$ cat config.mk
export PLATFORM = sky130hd
export DESIGN_NAME = lru_page_replacement
export DESIGN_NICKNAME = d
export VERILOG_FILES = /design/src/rtl/core/lru_pkg.sv /design/src/rtl/core/lru_page_replacement.sv
export SDC_FILE = /design/constraint.sdc
export NUM_CORES = 1
export LEC_CHECK = 0
export BUFFER_PORTS_ARGS = -buffer_cell sky130_fd_sc_hd__buf_4
export CAP_MARGIN = 5
export CORE_ASPECT_RATIO = 0.7
export CORE_MARGIN = 4
export CORE_UTILIZATION = 50
export DETAILED_ROUTE_END_ITERATION = 8
export GPL_ROUTABILITY_DRIVEN = 0
export HOLD_SLACK_MARGIN = 0.15
export PLACE_DENSITY = 0.67
export SLEW_MARGIN = 20
export SYNTH_ARGS = -nofsm -noshare
export SYNTH_HDL_FRONTEND = slang
export SYNTH_SLANG_ARGS = --single-unit
export TNS_END_PERCENT = 20
$ cat constraint.sdc
create_clock -name clk_i -period 10.6 [get_ports clk_i]
set_clock_uncertainty 0.1 [all_clocks]
set_input_delay 2.65 -clock clk_i [delete_from_list [all_inputs] [get_ports clk_i]]
set_output_delay 2.65 -clock clk_i [all_outputs]
set_load 0.1 [all_outputs]
$ cat src/rtl/core/lru_pkg.sv
// ----------------------------------------------------------------------------
// lru_pkg: shared constants and helpers for the LRU page replacement stack
// Sizes of the stack, page and counter fields, and the frame count clamp.
// ----------------------------------------------------------------------------
package lru_pkg;

  // Stack geometry
  localparam int unsigned MAX_FRAMES  = 16;
  localparam int unsigned PAGE_BITS   = 8;
  localparam int unsigned FRAME_IDX_W = (MAX_FRAMES > 1) ? $clog2(MAX_FRAMES) : 1;
  localparam int unsigned FRAME_CNT_W = $clog2(MAX_FRAMES + 1);

  // Port field widths
  localparam int unsigned PAGE_W  = 8;
  localparam int unsigned CFG_W   = 5;
  localparam int unsigned FAULT_W = 16;

  // Frame count after reset
  localparam logic [CFG_W-1:0] FRAMES_RESET = CFG_W'(4);

  typedef logic [PAGE_BITS-1:0]   page_t;
  typedef logic [FRAME_IDX_W-1:0] frame_idx_t;
  typedef logic [FRAME_CNT_W-1:0] frame_cnt_t;

  // Clamp a programmed frame count into 1..MAX_FRAMES
  function automatic frame_cnt_t clamp_frames(input logic [CFG_W-1:0] value);
    frame_cnt_t res;
    if (value == '0) begin
      res = frame_cnt_t'(1);
    end else if (32'(value) > MAX_FRAMES) begin
      res = frame_cnt_t'(MAX_FRAMES);
    end else begin
      res = frame_cnt_t'(value);
    end
    return res;
  endfunction

endpackage

$ cat src/rtl/core/lru_page_replacement.sv
// ----------------------------------------------------------------------------
// lru_page_replacement: LRU page replacement stack
// Tracks resident pages in LRU order, reports hit, eviction and fault count.
// ----------------------------------------------------------------------------
// Usage:
//   A page reference beat is taken on a rising edge with start_i high and
//   busy_o low. busy_o is always low: one reference per cycle is taken.
//   restart_i on a beat empties the stack, clears the fault count and loads
//   the frame count from the config register before the reference is used.
//   The result beat of a reference is produced through two registers
//   (input register, then compare/shift into the result register) and is
//   shown for one cycle with result_valid_o high. The receiver cannot stall.
//   Throughput is one reference per cycle; all slot compares and the stack
//   shift are combinational between the two registers.
//   cfg_we_i/cfg_wdata_i write the frame count; it takes effect on the next
//   restart. After reset the stack is empty, the fault count is zero and
//   four frames are in use.
// ----------------------------------------------------------------------------
module lru_page_replacement
  import lru_pkg::*;
(
  input  logic               clk_i,
  input  logic               rst_ni,
  input  logic               start_i,
  output logic               busy_o,
  input  logic [PAGE_W-1:0]  page_number_i,
  input  logic               restart_i,
  input  logic               cfg_we_i,
  input  logic [CFG_W-1:0]   cfg_wdata_i,
  output logic               result_valid_o,
  output logic               hit_o,
  output logic               evicted_valid_o,
  output logic [PAGE_W-1:0]  evicted_page_o,
  output logic [FAULT_W-1:0] fault_count_o
);

  // Config and stack state
  logic [CFG_W-1:0]   frames_cfg_q;
  frame_cnt_t         active_q, active_d;
  page_t              page_q  [MAX_FRAMES];
  page_t              page_d  [MAX_FRAMES];
  logic [MAX_FRAMES-1:0] valid_q, valid_d;
  logic [FAULT_W-1:0] faults_q, faults_d;

  // Input register
  logic               in_valid_q;
  page_t              in_page_q;
  logic               in_restart_q;

  // Result register
  logic               result_valid_q;
  logic               hit_q, hit_d;
  logic               ev_valid_q, ev_valid_d;
  logic [PAGE_W-1:0]  ev_page_q, ev_page_d;
  logic [FAULT_W-1:0] fault_out_q;

  // Working signals
  page_t              page_eff [MAX_FRAMES];
  logic [MAX_FRAMES-1:0] valid_eff;
  frame_cnt_t         active_eff;
  logic [FAULT_W-1:0] faults_eff;
  logic [MAX_FRAMES-1:0] match;
  frame_idx_t         where;
  frame_idx_t         from_idx;
  frame_idx_t         top_idx;
  logic               accept;

  assign busy_o = 1'b0;
  assign accept = start_i && !busy_o;

  // Config register
  always_ff @(posedge clk_i or negedge rst_ni) begin
    if (!rst_ni) begin
      frames_cfg_q <= FRAMES_RESET;
    end else if (cfg_we_i) begin
      frames_cfg_q <= cfg_wdata_i;
    end
  end

  // Input register: valid needs reset, payload does not
  always_ff @(posedge clk_i or negedge rst_ni) begin
    if (!rst_ni) begin
      in_valid_q <= 1'b0;
    end else begin
      in_valid_q <= accept;
    end
  end

  always_ff @(posedge clk_i) begin
    if (accept) begin
      in_page_q    <= page_number_i[PAGE_BITS-1:0];
      in_restart_q <= restart_i;
    end
  end

  // State as seen by this reference, after an optional restart
  always_comb begin
    for (int f = 0; f < MAX_FRAMES; f++) begin
      page_eff[f] = page_q[f];
    end
    valid_eff  = in_restart_q ? '0 : valid_q;
    active_eff = in_restart_q ? clamp_frames(frames_cfg_q) : active_q;
    faults_eff = in_restart_q ? '0 : faults_q;
  end

  // Parallel compare over all slots in use
  always_comb begin
    for (int f = 0; f < MAX_FRAMES; f++) begin
      match[f] = valid_eff[f] && (page_eff[f] == in_page_q) &&
                 (frame_cnt_t'(f) < active_eff);
    end
  end

  // Highest matching slot
  always_comb begin
    where = '0;
    for (int f = 0; f < MAX_FRAMES; f++) begin
      if (match[f]) begin
        where = frame_idx_t'(f);
      end
    end
  end

  // Shift slots from..top-1 down by one and push the page on top
  always_comb begin
    hit_d    = |match;
    top_idx  = frame_idx_t'(active_eff - frame_cnt_t'(1));
    from_idx = hit_d ? where : '0;
    for (int f = 0; f < MAX_FRAMES; f++) begin
      page_d[f]  = page_eff[f];
      valid_d[f] = valid_eff[f];
    end
    for (int f = 0; f < MAX_FRAMES - 1; f++) begin
      if ((frame_idx_t'(f) >= from_idx) && (frame_idx_t'(f) < top_idx)) begin
        page_d[f]  = page_eff[f+1];
        valid_d[f] = valid_eff[f+1];
      end
    end
    page_d[top_idx]  = in_page_q;
    valid_d[top_idx] = 1'b1;
  end

  // Eviction and fault count
  always_comb begin
    ev_valid_d = !hit_d && valid_eff[0];
    ev_page_d  = ev_valid_d ? PAGE_W'(page_eff[0]) : '0;
    faults_d   = faults_eff;
    if (!hit_d && (faults_eff != '1)) begin
      faults_d = faults_eff + FAULT_W'(1);
    end
    active_d = active_eff;
  end

  // Stack control state
  always_ff @(posedge clk_i or negedge rst_ni) begin
    if (!rst_ni) begin
      valid_q  <= '0;
      faults_q <= '0;
      active_q <= clamp_frames(FRAMES_RESET);
    end else if (in_valid_q) begin
      valid_q  <= valid_d;
      faults_q <= faults_d;
      active_q <= active_d;
    end
  end

  // Stack page storage, qualified by the valid bits
  always_ff @(posedge clk_i) begin
    if (in_valid_q) begin
      for (int f = 0; f < MAX_FRAMES; f++) begin
        page_q[f] <= page_d[f];
      end
    end
  end

  // Result register
  always_ff @(posedge clk_i or negedge rst_ni) begin
    if (!rst_ni) begin
      result_valid_q <= 1'b0;
    end else begin
      result_valid_q <= in_valid_q;
    end
  end

  always_ff @(posedge clk_i) begin
    if (in_valid_q) begin
      hit_q       <= hit_d;
      ev_valid_q  <= ev_valid_d;
      ev_page_q   <= ev_page_d;
      fault_out_q <= faults_d;
    end
  end

  assign result_valid_o  = result_valid_q;
  assign hit_o           = hit_q;
  assign evicted_valid_o = ev_valid_q;
  assign evicted_page_o  = ev_page_q;
  assign fault_count_o   = fault_out_q;

  // Assertions
  a_result_follows: assert property (@(posedge clk_i) disable iff (!rst_ni)
    in_valid_q |=> result_valid_q)
    else $error("result beat missing after a reference");

  a_hit_no_evict: assert property (@(posedge clk_i) disable iff (!rst_ni)
    (result_valid_q && hit_q) |-> (!ev_valid_q && (ev_page_q == '0)))
    else $error("eviction reported on a hit");

  a_miss_counts: assert property (@(posedge clk_i) disable iff (!rst_ni)
    (result_valid_q && !hit_q) |-> (fault_out_q != '0))
    else $error("miss left the fault count at zero");

  a_unique_page: assert property (@(posedge clk_i) disable iff (!rst_ni)
    in_valid_q |-> $onehot0(match))
    else $error("page resident in more than one slot");

  a_active_range: assert property (@(posedge clk_i) disable iff (!rst_ni)
    (active_q != '0) && (32'(active_q) <= MAX_FRAMES))
    else $error("active frame count out of range");

endmodule

==> impl_metrics.tcl, run 1 <==
set metrics [dict create \
    crit_fanout 59 \
    io_buffer_count 44 \
    drive_above_1_share_pct 10.9 \
    floorplan.core_area_mm2 0.0229 \
    cp_common_cell "sky130_fd_sc_hd__a21oi_1" \
    pin_count_of_the_biggest_net_entering_global_routing 60 \
    synth-edff-count 163 \
    combinationalPowerShare_pct 25.8 \
    post_synthesis_average_cell_area_um2 10.5 \
    postSynth.topFlopCell "sky130_fd_sc_hd__edfxtp_1" \
    crit_path_category "flop to flop" \
    p_leak_nw 4.90 \
    routedWlPerCell_um 20.7 \
    reg2regPathDepth 11 \
    drtIter0Drc 1103 \
    synth-seq-cells 207 \
    vias 8801 \
    htree_levels 1 \
    final_critical_path_setup_slack_ps 5910 \
    worstPathCellList "buf_4 -> or2b_1 -> a22oi_2 -> inv_2 -> a2111o_1 -> a21boi_0 -> nor2_1 -> a21oi_1 -> a21oi_1 -> or2_2 -> a21boi_1" \
    timing.max_cap.violations 0 \
    data_arrival_time_of_the_critical_path_ps 4710 \
    detail_route.drc_violations 0 \
    cts.repair_timing.setup_buffer_count 0 \
    crit_path_max_incr_delay_ps 610 \
    sw_power_uw 845 \
    rsz0062_at_grt "false" \
    power_frac_seq_pct 45.8 \
    min_period_over_period_pct 44.3 \
    cts_root_buffer "sky130_fd_sc_hd__clkbuf_16" \
    critPathRequiredTime_ps 10620 \
    maximum_buffer_depth_of_the_clock_tree 3 \
    max_slew.worst_pin.slew_ps 1040 \
    worstReg2RegEnd "page_q[1][17]" \
    synth_cell_area_mm2 0.0118 \
    grt_pass1_wl_um 46600 \
    crit-reg2reg-launch "in_restart_q" \
    pre_cts_ws_ps 5720 \
    hold_violations 0 \
    finish.instance_area_mm2 0.0129 \
    clkLatencyLatePin_ps 500 \
    die_area_mm2 0.0262 \
    status "finished clean" \
    timing.fmax_ghz 0.213 \
    hold_path_class "flop to flop" \
    power_frac_clock_pct 28.4 \
    min_delay_path_depth 1 \
    cts_hold_buffers 0 \
    fin_nets 1149 \
    syn2layout_area_growth_pct 9.77 \
    finalMaxSlewViolations 0 \
    synth-seq-area-share_pct 50.8 \
    synthArstFlopShare_pct 21.3 \
    setup_violations 0 \
    cell_internal_pwr_mw 1.74 \
    synthesis.nets 1144 \
    worst_hold_slack_ps 391 \
    critical_path.slowest_cell "sky130_fd_sc_hd__a21boi_1" \
    tritoncts.num_buffers 21 \
    relSlewSlack_pct 29.7 \
    synth.distinct_cells 84 \
    vias_per_cell 6.05 \
    numClockSinks 207 \
    placed_cell_area_mm2 0.0123 \
    globalRouteTotalUtil_pct 22.8 \
    launching_element_type_of_the_critical_path "flop" \
    yosysWarningCount 0 \
    setup_total_negative_slack_ps 0 \
    grt_overflow 0 \
    syn_inst 1123 \
    cpLargestDelayFamily "compound AO/OA/AOI/OAI gates" \
    power_density_mw_per_mm2 200 \
    cts_tree "yes" \
    cts-resized-gates 0 \
    rows 46 \
    timing.reg2reg.setup_slack_ps 5910 \
    route.antenna.remaining_nets 0 \
    final.min_clock_period_ps 4690 \
    initial_core_util_pct 51.5 \
    detailedPlacementHpwl_um 20900 \
    die_x_um 192 \
    endpoint_kind "flop" \
    die_h_um 137 \
    number_of_search_and_repair_iterations_in_the_first_detailed_routing_pass 8 \
    boundaryPins 46 \
    hold_critical_path_endpoint "valid_q[15]" \
    clkTransAtPathRegs_ps 70 \
    path_buf_inv 2 \
    vdd_ir_drop_max_mv 0.101 \
    worstHoldStart "valid_q[15]" \
    switching_share_of_power_pct 32.7 \
    first_global_vias 8015 \
    drt_wirelength_um 30100 \
    antenna_found_initial 0 \
]
## Yosys cell counts (7+ instances only)
master	number	share of area (%)
sky130_fd_sc_hd__nor2b_1	16	0.85
sky130_fd_sc_hd__clkbuf_1	47	1.5
sky130_fd_sc_hd__buf_4	8	0.51
sky130_fd_sc_hd__a21oi_1	16	0.68
sky130_fd_sc_hd__xnor2_1	70	5.2
sky130_fd_sc_hd__nand2b_1	15	0.80
sky130_fd_sc_hd__buf_2	12	0.51
sky130_fd_sc_hd__inv_1	9	0.29
sky130_fd_sc_hd__mux2i_1	10	0.85
sky130_fd_sc_hd__dfrtp_1	42	8.9
sky130_fd_sc_hd__xor2_1	67	5.0
sky130_fd_sc_hd__nand4_1	26	1.4
sky130_fd_sc_hd__nor4_1	14	0.74
sky130_fd_sc_hd__buf_1	7	0.22
sky130_fd_sc_hd__nand3_1	32	1.4
sky130_fd_sc_hd__o21ai_0	75	3.2
sky130_fd_sc_hd__nand2_1	160	5.1
sky130_fd_sc_hd__and3_1	16	0.85
sky130_fd_sc_hd__nor3_1	21	0.89
sky130_fd_sc_hd__a22o_1	65	4.8
sky130_fd_sc_hd__a21boi_0	13	0.83
sky130_fd_sc_hd__mux2_2	10	0.95
sky130_fd_sc_hd__o211ai_1	9	0.57
sky130_fd_sc_hd__and2_1	27	1.4
sky130_fd_sc_hd__o21a_1	9	0.57
sky130_fd_sc_hd__edfxtp_1	163	41
sky130_fd_sc_hd__nor2_1	40	1.3
sky130_fd_sc_hd__o2bb2ai_1	8	0.59
## worst register-to-register path: cells and delay by family (launching register included)
| kind | cells | cell delay, ps |
|---|---|---|
| buffers and inverters | 2 | 650 |
| and+or+nand+nor | 3 | 740 |
| DFF | 1 | 320 |
| AOI/OAI and AO/OA | 6 | 2510 |
## cells in the final DEF (no fill, tap or decap), drive strengths merged, types with 6 or more instances in the layout
| cell | synthesis | routed |
|---|---|---|
| edfxtp | 163 | 163 |
| nand2 | 161 | 161 |
| o21ai | 77 | 77 |
| xnor2 | 70 | 70 |
| xor2 | 67 | 67 |
| a22o | 65 | 65 |
| buf | 30 | 59 |
| dfrtp | 42 | 42 |
| nor2 | 40 | 40 |
| nand3 | 32 | 32 |
| clkbuf | 47 | 28 |
| and2 | 27 | 27 |
| nand4 | 26 | 26 |
| nor3 | 24 | 24 |
| nor2b | 16 | 16 |
| a21oi | 16 | 16 |
| and3 | 16 | 16 |
| nand2b | 15 | 15 |
| nor4 | 14 | 14 |
| a21boi | 13 | 13 |
| inv | 11 | 11 |
| mux2 | 10 | 10 |
| mux2i | 10 | 10 |
| o211ai | 9 | 9 |
| o21a | 9 | 9 |
| o2bb2ai | 8 | 8 |
| clkinv | 0 | 7 |
| or3 | 7 | 7 |
| or2 | 7 | 7 |
| o311ai | 6 | 6 |
## cell families after synthesis
kind of cell	after synthesis	synth area share [%]
other cells	1	0.0318
simple gates	417	18.1
buf+inv	88	3.39
flops	207	50.8
xor+xnor	137	10.2
mux	20	1.80
compound gates	250	15.3
fa+ha+maj	3	0.318
## layout make-up
type	count	area [um2]
Inverter	11	43.8
Clock buffer	28	576
Clock inverter	9	93.8
Multi-Input combinational cell	828	5400
Sequential cell	207	6000
Timing Repair Buffer	59	443
Tap cell	312	390
Fill cell	1962	9960
Antenna cell	1	2.50
## metrics by stage
stage / std cells / util, % / total power [mW]
final: 1455 / 56.5 / 2.59
after global routing: 1454 / 56.5 / 2.71
after CTS: 1454 / 56.5 / 2.59
after detailed placement: 1417 / 53.6 / 1.85
after global placement: 1417 / 53.6 / 1.84
after floorplan: 1123 / - / 1.67
## worst max path at each step
stage                          from       endpoint  cells past startpoint
floorplan           frames_cfg_q[3]   page_q[1][0]                     11
global route           in_restart_q  page_q[0][53]                     11
global placement       in_restart_q  page_q[1][16]                     11
detailed placement     in_restart_q  page_q[1][20]                     11
finish                 in_restart_q  page_q[1][17]                     11
CTS                    in_restart_q  page_q[1][20]                     11
## power groups by stage
stage                     Clock [mW]  Combinational [mW]  Sequential [mW]
after floorplan                    0               0.447             1.23
after global placement             0               0.646             1.19
after detailed placement           0               0.655             1.20
after CTS                      0.747               0.658             1.18
after global routing           0.783               0.727             1.20
final                          0.735               0.668             1.18
## flip-flops by register name, indices dropped and copies added (netlist names)
name and flops:
active_q 5, evicted_page_o 8, fault_count_o 16, in_page_q 8, result_valid_o 1, frames_cfg_q 5
in_valid_q 1, evicted_valid_o 1, faults_q 16, page_q 128, valid_q 16, in_restart_q 1
hit_o 1
## metal layers
| layer | wire, um | global-route usage (%) |
|---|---|---|
| met1 | 14700 | 37.6 |
| met2 | 11500 | 29.9 |
| met3 | 3270 | 5.89 |
| met4 | 548 | 4.15 |
| met5 | 0 | 0 |
Note: power is estimated with default switching activity, not from simulation.
==> run 2, diff against run 1 <==
--- a/config.mk
+++ b/config.mk
@@ -13,7 +13,7 @@
 export DETAILED_ROUTE_END_ITERATION = 8
 export GPL_ROUTABILITY_DRIVEN = 0
 export HOLD_SLACK_MARGIN = 0.15
-export PLACE_DENSITY = 0.67
+export PLACE_DENSITY = 0.69
 export SLEW_MARGIN = 20
 export SYNTH_ARGS = -nofsm -noshare
 export SYNTH_HDL_FRONTEND = slang
==> constraint.sdc (replaced) <==
create_clock -name clk_i -period 4.15 [get_ports clk_i]
set_clock_uncertainty 0.1 [all_clocks]
set_input_delay 1.0375 -clock clk_i [delete_from_list [all_inputs] [get_ports clk_i]]
set_output_delay 1.0375 -clock clk_i [all_outputs]
set_load 0.1 [all_outputs]
==> impl_metrics.tcl, run 2 (synthesized netlist as in run 1, its figures left out) <==
set metrics [dict create \
    syn2layout_area_growth_pct 13.0 \
    io_buffer_count 44 \
    data_arrival_time_of_the_critical_path_ps 3990 \
    vias_per_cell 6.08 \
    num_antenna_cells 0 \
    min_period_over_period_pct 93.5 \
    crit_path_category "flop to flop" \
    globalRouteTotalUtil_pct 23.3 \
    setup_violations 0 \
    layout_commonest_cell "sky130_fd_sc_hd__edfxtp_1" \
    number_of_search_and_repair_iterations_in_the_first_detailed_routing_pass 6 \
    final.min_clock_period_ps 3880 \
    cts_hold_buffers 0 \
    die_h_um 137 \
    numClockSinks 207 \
    rows 46 \
    drtIter0Drc 1146 \
    timing.fmax_ghz 0.258 \
    clkTransAtPathRegs_ps 70 \
    vias 9102 \
    pin_count_of_the_biggest_net_entering_global_routing 53 \
    die_x_um 192 \
    relSlewSlack_pct 48.3 \
    initial_core_util_pct 51.5 \
    maximum_buffer_depth_of_the_clock_tree 3 \
    fin_nets 1190 \
    boundaryPins 46 \
    power_density_mw_per_mm2 500 \
    rsz0062_at_grt "false" \
    drive_above_1_share_pct 14.0 \
    finalMaxSlewViolations 0 \
    cts.repair_timing.setup_buffer_count 0 \
    route.antenna.remaining_nets 0 \
    die_area_mm2 0.0262 \
    floorplan.core_area_mm2 0.0229 \
    detailedPlacementHpwl_um 21700 \
    worst_hold_slack_ps 385 \
    endpoint_kind "flop" \
    vdd_ir_drop_max_mv 0.345 \
    timing.max_cap.violations 0 \
    launching_element_type_of_the_critical_path "flop" \
    critPathRequiredTime_ps 4260 \
    drt_wirelength_um 30600 \
    fillerInstances 1945 \
    layout.cells.most_common_list "sky130_fd_sc_hd__edfxtp_1 (163), sky130_fd_sc_hd__nand2_1 (160), sky130_fd_sc_hd__buf_4 (94)" \
    setup_total_negative_slack_ps 0 \
    first_global_vias 8352 \
    hold_violations 0 \
    htree_levels 1 \
    cts_root_buffer "sky130_fd_sc_hd__clkbuf_16" \
    hold_path_class "flop to flop" \
    crit_fanout 10 \
    largest_register_ff_count 128 \
    max_slew.worst_pin.slew_ps 774 \
    status "finished clean" \
    cts_tree "yes" \
    grt_overflow 0 \
    grt_pass1_wl_um 47600 \
    clkLatencyLatePin_ps 510 \
    tritoncts.num_buffers 21 \
    registers.top_by_ff_count "page_q" \
    p_leak_nw 5.11 \
    detail_route.drc_violations 0 \
    antenna_found_initial 0 \
    routedWlPerCell_um 20.4 \
]
[run 2: cell types whose count changed in the layout (fill, tap and decap cells not counted), sizes merged, moves of 2 or more]
cell,before,now
buf,59,100
clkbuf,28,33
clkinv,7,2
bufinv,2,0
clkinvlp,0,2
[run 2: critical path, stage by stage (launching register included)]
cell	delay, ps
sky130_fd_sc_hd__dfrtp_1	460
sky130_fd_sc_hd__or3_4	440
sky130_fd_sc_hd__a22oi_2	240
sky130_fd_sc_hd__buf_4	220
sky130_fd_sc_hd__or4b_4	150
sky130_fd_sc_hd__nor4b_1	510
sky130_fd_sc_hd__nor2_1	110
sky130_fd_sc_hd__a21oi_1	380
sky130_fd_sc_hd__a21oi_1	250
sky130_fd_sc_hd__or2_2	340
sky130_fd_sc_hd__a21boi_0	180
sky130_fd_sc_hd__buf_4	200
[run 2: power breakdown]
group          switching [mW]  leakage [nW]  internal (mW)  total (mW)
Sequential              0.296          2.14           2.74        3.03
Clock                   0.786         0.326           1.05        1.83
Combinational            1.10          2.65          0.695        1.79
Total                    2.18          5.11           4.48        6.66
[run 2: path summary, 6_finish.rpt]
check	from	endpoint	slack, ps	cells after the start
worst max register to register	frames_cfg_q[3]	page_q[1][23]	270	11
worst max-delay path	frames_cfg_q[3]	page_q[1][23]	270	11
max in group asynchronous	rst_ni	in_valid_q	2960	1
worst min-delay path	valid_q[15]	valid_q[15]	390	1
min in group asynchronous	rst_ni	valid_q[11]	470	1
worst min register to register	valid_q[15]	valid_q[15]	390	1
[run 2: cell type report]
type | count | area [um2] | share of cell area, %
well taps | 312 | 390 | 2.93
flip-flops and latches | 207 | 6000 | 45.0
repair buffers | 100 | 826 | 6.19
multi-input cells | 828 | 5400 | 40.5
clock inverters | 5 | 35.0 | 0.263
inverters | 11 | 47.5 | 0.357
clock buffers | 33 | 631 | 4.73
[run 2: metal layers]
metal	vias to the layer above	wire length (um)	track usage, %
li1	4230	-	-
met1	4396	15000	37.1
met2	437	11900	31.2
met3	39	3100	6.68
met4	0	542	4.55
met5	-	0	0
[run 2: metrics by stage]
step / area, um2 / total power [mW] / util, % / cells / worst slack, ps
6_report: 13300 / 6.66 / 58.2 / 1496 / 269
5_1_grt: 13300 / 6.99 / 58.2 / 1496 / 42.9
4_1_cts: 13300 / 6.66 / 58.2 / 1496 / 208
3_5_place_dp: 12700 / 4.81 / 55.3 / 1458 / 240
3_3_place_gp: 12700 / 4.78 / 55.3 / 1458 / 429
2_1_floorplan: 11800 / 4.27 / - / 1123 / 476
[run 2: timing repair]
action	in CTS	in global routing
setup endpoints to repair	0	40
resized for setup	0	1
hold endpoints to repair	0	0
==> run 3, diff against run 2 <==
--- a/config.mk
+++ b/config.mk
@@ -9,11 +9,10 @@
 export CAP_MARGIN = 5
 export CORE_ASPECT_RATIO = 0.7
 export CORE_MARGIN = 4
-export CORE_UTILIZATION = 50
+export CORE_UTILIZATION = 40
 export DETAILED_ROUTE_END_ITERATION = 8
 export GPL_ROUTABILITY_DRIVEN = 0
 export HOLD_SLACK_MARGIN = 0.15
-export PLACE_DENSITY = 0.69
 export SLEW_MARGIN = 20
 export SYNTH_ARGS = -nofsm -noshare
 export SYNTH_HDL_FRONTEND = slang
==> impl_metrics.tcl, run 3 (synthesized netlist as in run 1, its figures left out) <==
set metrics [dict create \
    clkTransAtPathRegs_ps 60 \
    worstHoldStart "valid_q[15]" \
    final_critical_path_setup_slack_ps 264 \
    timing.fmax_ghz 0.257 \
    rows 52 \
    grt_overflow 0 \
    crit-reg2reg-launch "frames_cfg_q[3]" \
    crit_path_category "flop to flop" \
    largest_register_ff_count 128 \
    setup_total_negative_slack_ps 0 \
    drt_wirelength_um 32200 \
    endpoint_kind "flop" \
    die_h_um 152 \
    crit_path_max_incr_delay_ps 600 \
    detailedPlacementHpwl_um 22600 \
    vias_per_cell 5.81 \
    critPathLaunch "frames_cfg_q[3]" \
    drtIter0Drc 887 \
    fillerInstances 2650 \
    max_slew.worst_pin.slew_ps 1020 \
    final.min_clock_period_ps 3890 \
    numPlacedInstances 1516 \
    cts_root_buffer "sky130_fd_sc_hd__clkbuf_16" \
    maximum_buffer_depth_of_the_clock_tree 3 \
    p_leak_nw 5.12 \
    timing.max_cap.violations 0 \
    worstPathCellList "or3_4 -> a22oi_2 -> or4b_4 -> nor4b_1 -> nor2_1 -> a21oi_2 -> a21oi_1 -> or2_1 -> a21boi_0 -> buf_4" \
    launching_element_type_of_the_critical_path "flop" \
    rsz0062_at_grt "false" \
    numClockSinks 207 \
    route.antenna.remaining_nets 0 \
    number_of_search_and_repair_iterations_in_the_first_detailed_routing_pass 5 \
    globalRouteTotalUtil_pct 19.8 \
    total_power_mw 6.79 \
    path_buf_inv 1 \
    syn2layout_area_growth_pct 13.8 \
    timing.reg2reg.setup_slack_ps 260 \
    power_density_mw_per_mm2 506 \
    hold_path_class "flop to flop" \
    cts_tree "yes" \
    antenna_found_initial 1 \
    pre_cts_ws_ps 274 \
    drive_above_1_share_pct 13.3 \
    crit_fanout 10 \
    layout_commonest_cell "sky130_fd_sc_hd__edfxtp_1" \
    cpLargestDelayFamily "simple AND/OR/NAND/NOR gates" \
    boundaryPins 46 \
    critPathRequiredTime_ps 4260 \
    floorplan.core_area_mm2 0.0290 \
    routedWlPerCell_um 20.7 \
    registers.top_by_ff_count "page_q" \
    clkLatencyLatePin_ps 510 \
    min_period_over_period_pct 93.6 \
    tritoncts.num_buffers 23 \
    critical_path.slowest_cell "sky130_fd_sc_hd__nor4b_1" \
    data_arrival_time_of_the_critical_path_ps 3990 \
    vias 9051 \
    io_buffer_count 44 \
    detail_route.drc_violations 0 \
    setup_violations 0 \
    grt_pass1_wl_um 50100 \
    fin_nets 1184 \
    initial_core_util_pct 40.7 \
    finish.instance_area_mm2 0.0134 \
    final-instance-count-excl-fill 1557 \
    status "finished clean" \
    hold_violations 0 \
    pin_count_of_the_biggest_net_entering_global_routing 45 \
    die_x_um 213 \
    die_area_mm2 0.0323 \
    vdd_ir_drop_max_mv 0.220 \
    relSlewSlack_pct 31.2 \
    layout.cells.most_common_list "sky130_fd_sc_hd__edfxtp_1 (163), sky130_fd_sc_hd__nand2_1 (160), sky130_fd_sc_hd__buf_4 (84)" \
    htree_levels 1 \
    first_global_vias 8553 \
    cts_hold_buffers 0 \
    num_antenna_cells 0 \
    finalMaxSlewViolations 0 \
    placed_cell_area_mm2 0.0127 \
]
[run 3: changes by cell type in the layout (fill, tap and decap cells not counted), moves of 2 or more]
cell,previous run,this run
sky130_fd_sc_hd__buf_12,6,8
sky130_fd_sc_hd__clkinv_2,2,4
sky130_fd_sc_hd__clkbuf_16,21,23
sky130_fd_sc_hd__clkbuf_8,6,1
sky130_fd_sc_hd__clkinv_1,0,3
sky130_fd_sc_hd__bufinv_16,0,2
sky130_fd_sc_hd__clkinvlp_4,2,0
sky130_fd_sc_hd__buf_4,94,84
[run 3: layer usage]
layer,up-vias,part of all wire [%],global-route usage (%)
li1,4227,-,-
met1,4385,51,32.2
met2,402,38,26.1
met3,35,9.8,4.90
met4,2,1.5,4.06
met5,-,0.040,0
[run 3: final timing paths]
| path | end | depth (start not counted) |
|---|---|---|
| max reg2reg | page_q[1][7] | 10 |
| min | valid_q[15] | 1 |
| min reg2reg | valid_q[15] | 1 |
| max in group asynchronous | in_valid_q | 1 |
| min in group asynchronous | frames_cfg_q[0] | 1 |
| max | page_q[1][7] | 10 |
[run 3: cell type report]
| type | instances | area, um2 | share of cell area (%) |
|---|---|---|---|
| repair buffers | 92 | 791 | 5.89 |
| flip-flops and latches | 207 | 6000 | 44.7 |
| clock inverters | 10 | 100 | 0.745 |
| multi-input cells | 828 | 5400 | 40.2 |
| inverters | 11 | 43.8 | 0.326 |
| clock buffers | 31 | 616 | 4.58 |
| well taps | 378 | 473 | 3.52 |
[run 3: stage by stage]
step / utilization [%] / hold WS (ps)
3_3_place_gp: 43.9 / 375
3_5_place_dp: 43.9 / 367
6_report: 46.4 / 392
5_1_grt: 46.4 / 425
2_1_floorplan: - / 321
4_1_cts: 46.4 / 387
[run 3: report_power, final]
group	total [mW]	internal, mW	switching (mW)	leakage (nW)
Clock	1.97	1.16	0.808	0.352
Sequential	3.04	2.74	0.301	2.14
Combinational	1.78	0.685	1.10	2.62
Total	6.79	4.59	2.20	5.12
[run 3: what timing repair did]
action,4_1_cts,5_1_grt
resized for setup,0,1
buffers inserted,0,0
setup endpoints to repair,0,16
hold endpoints to repair,0,0
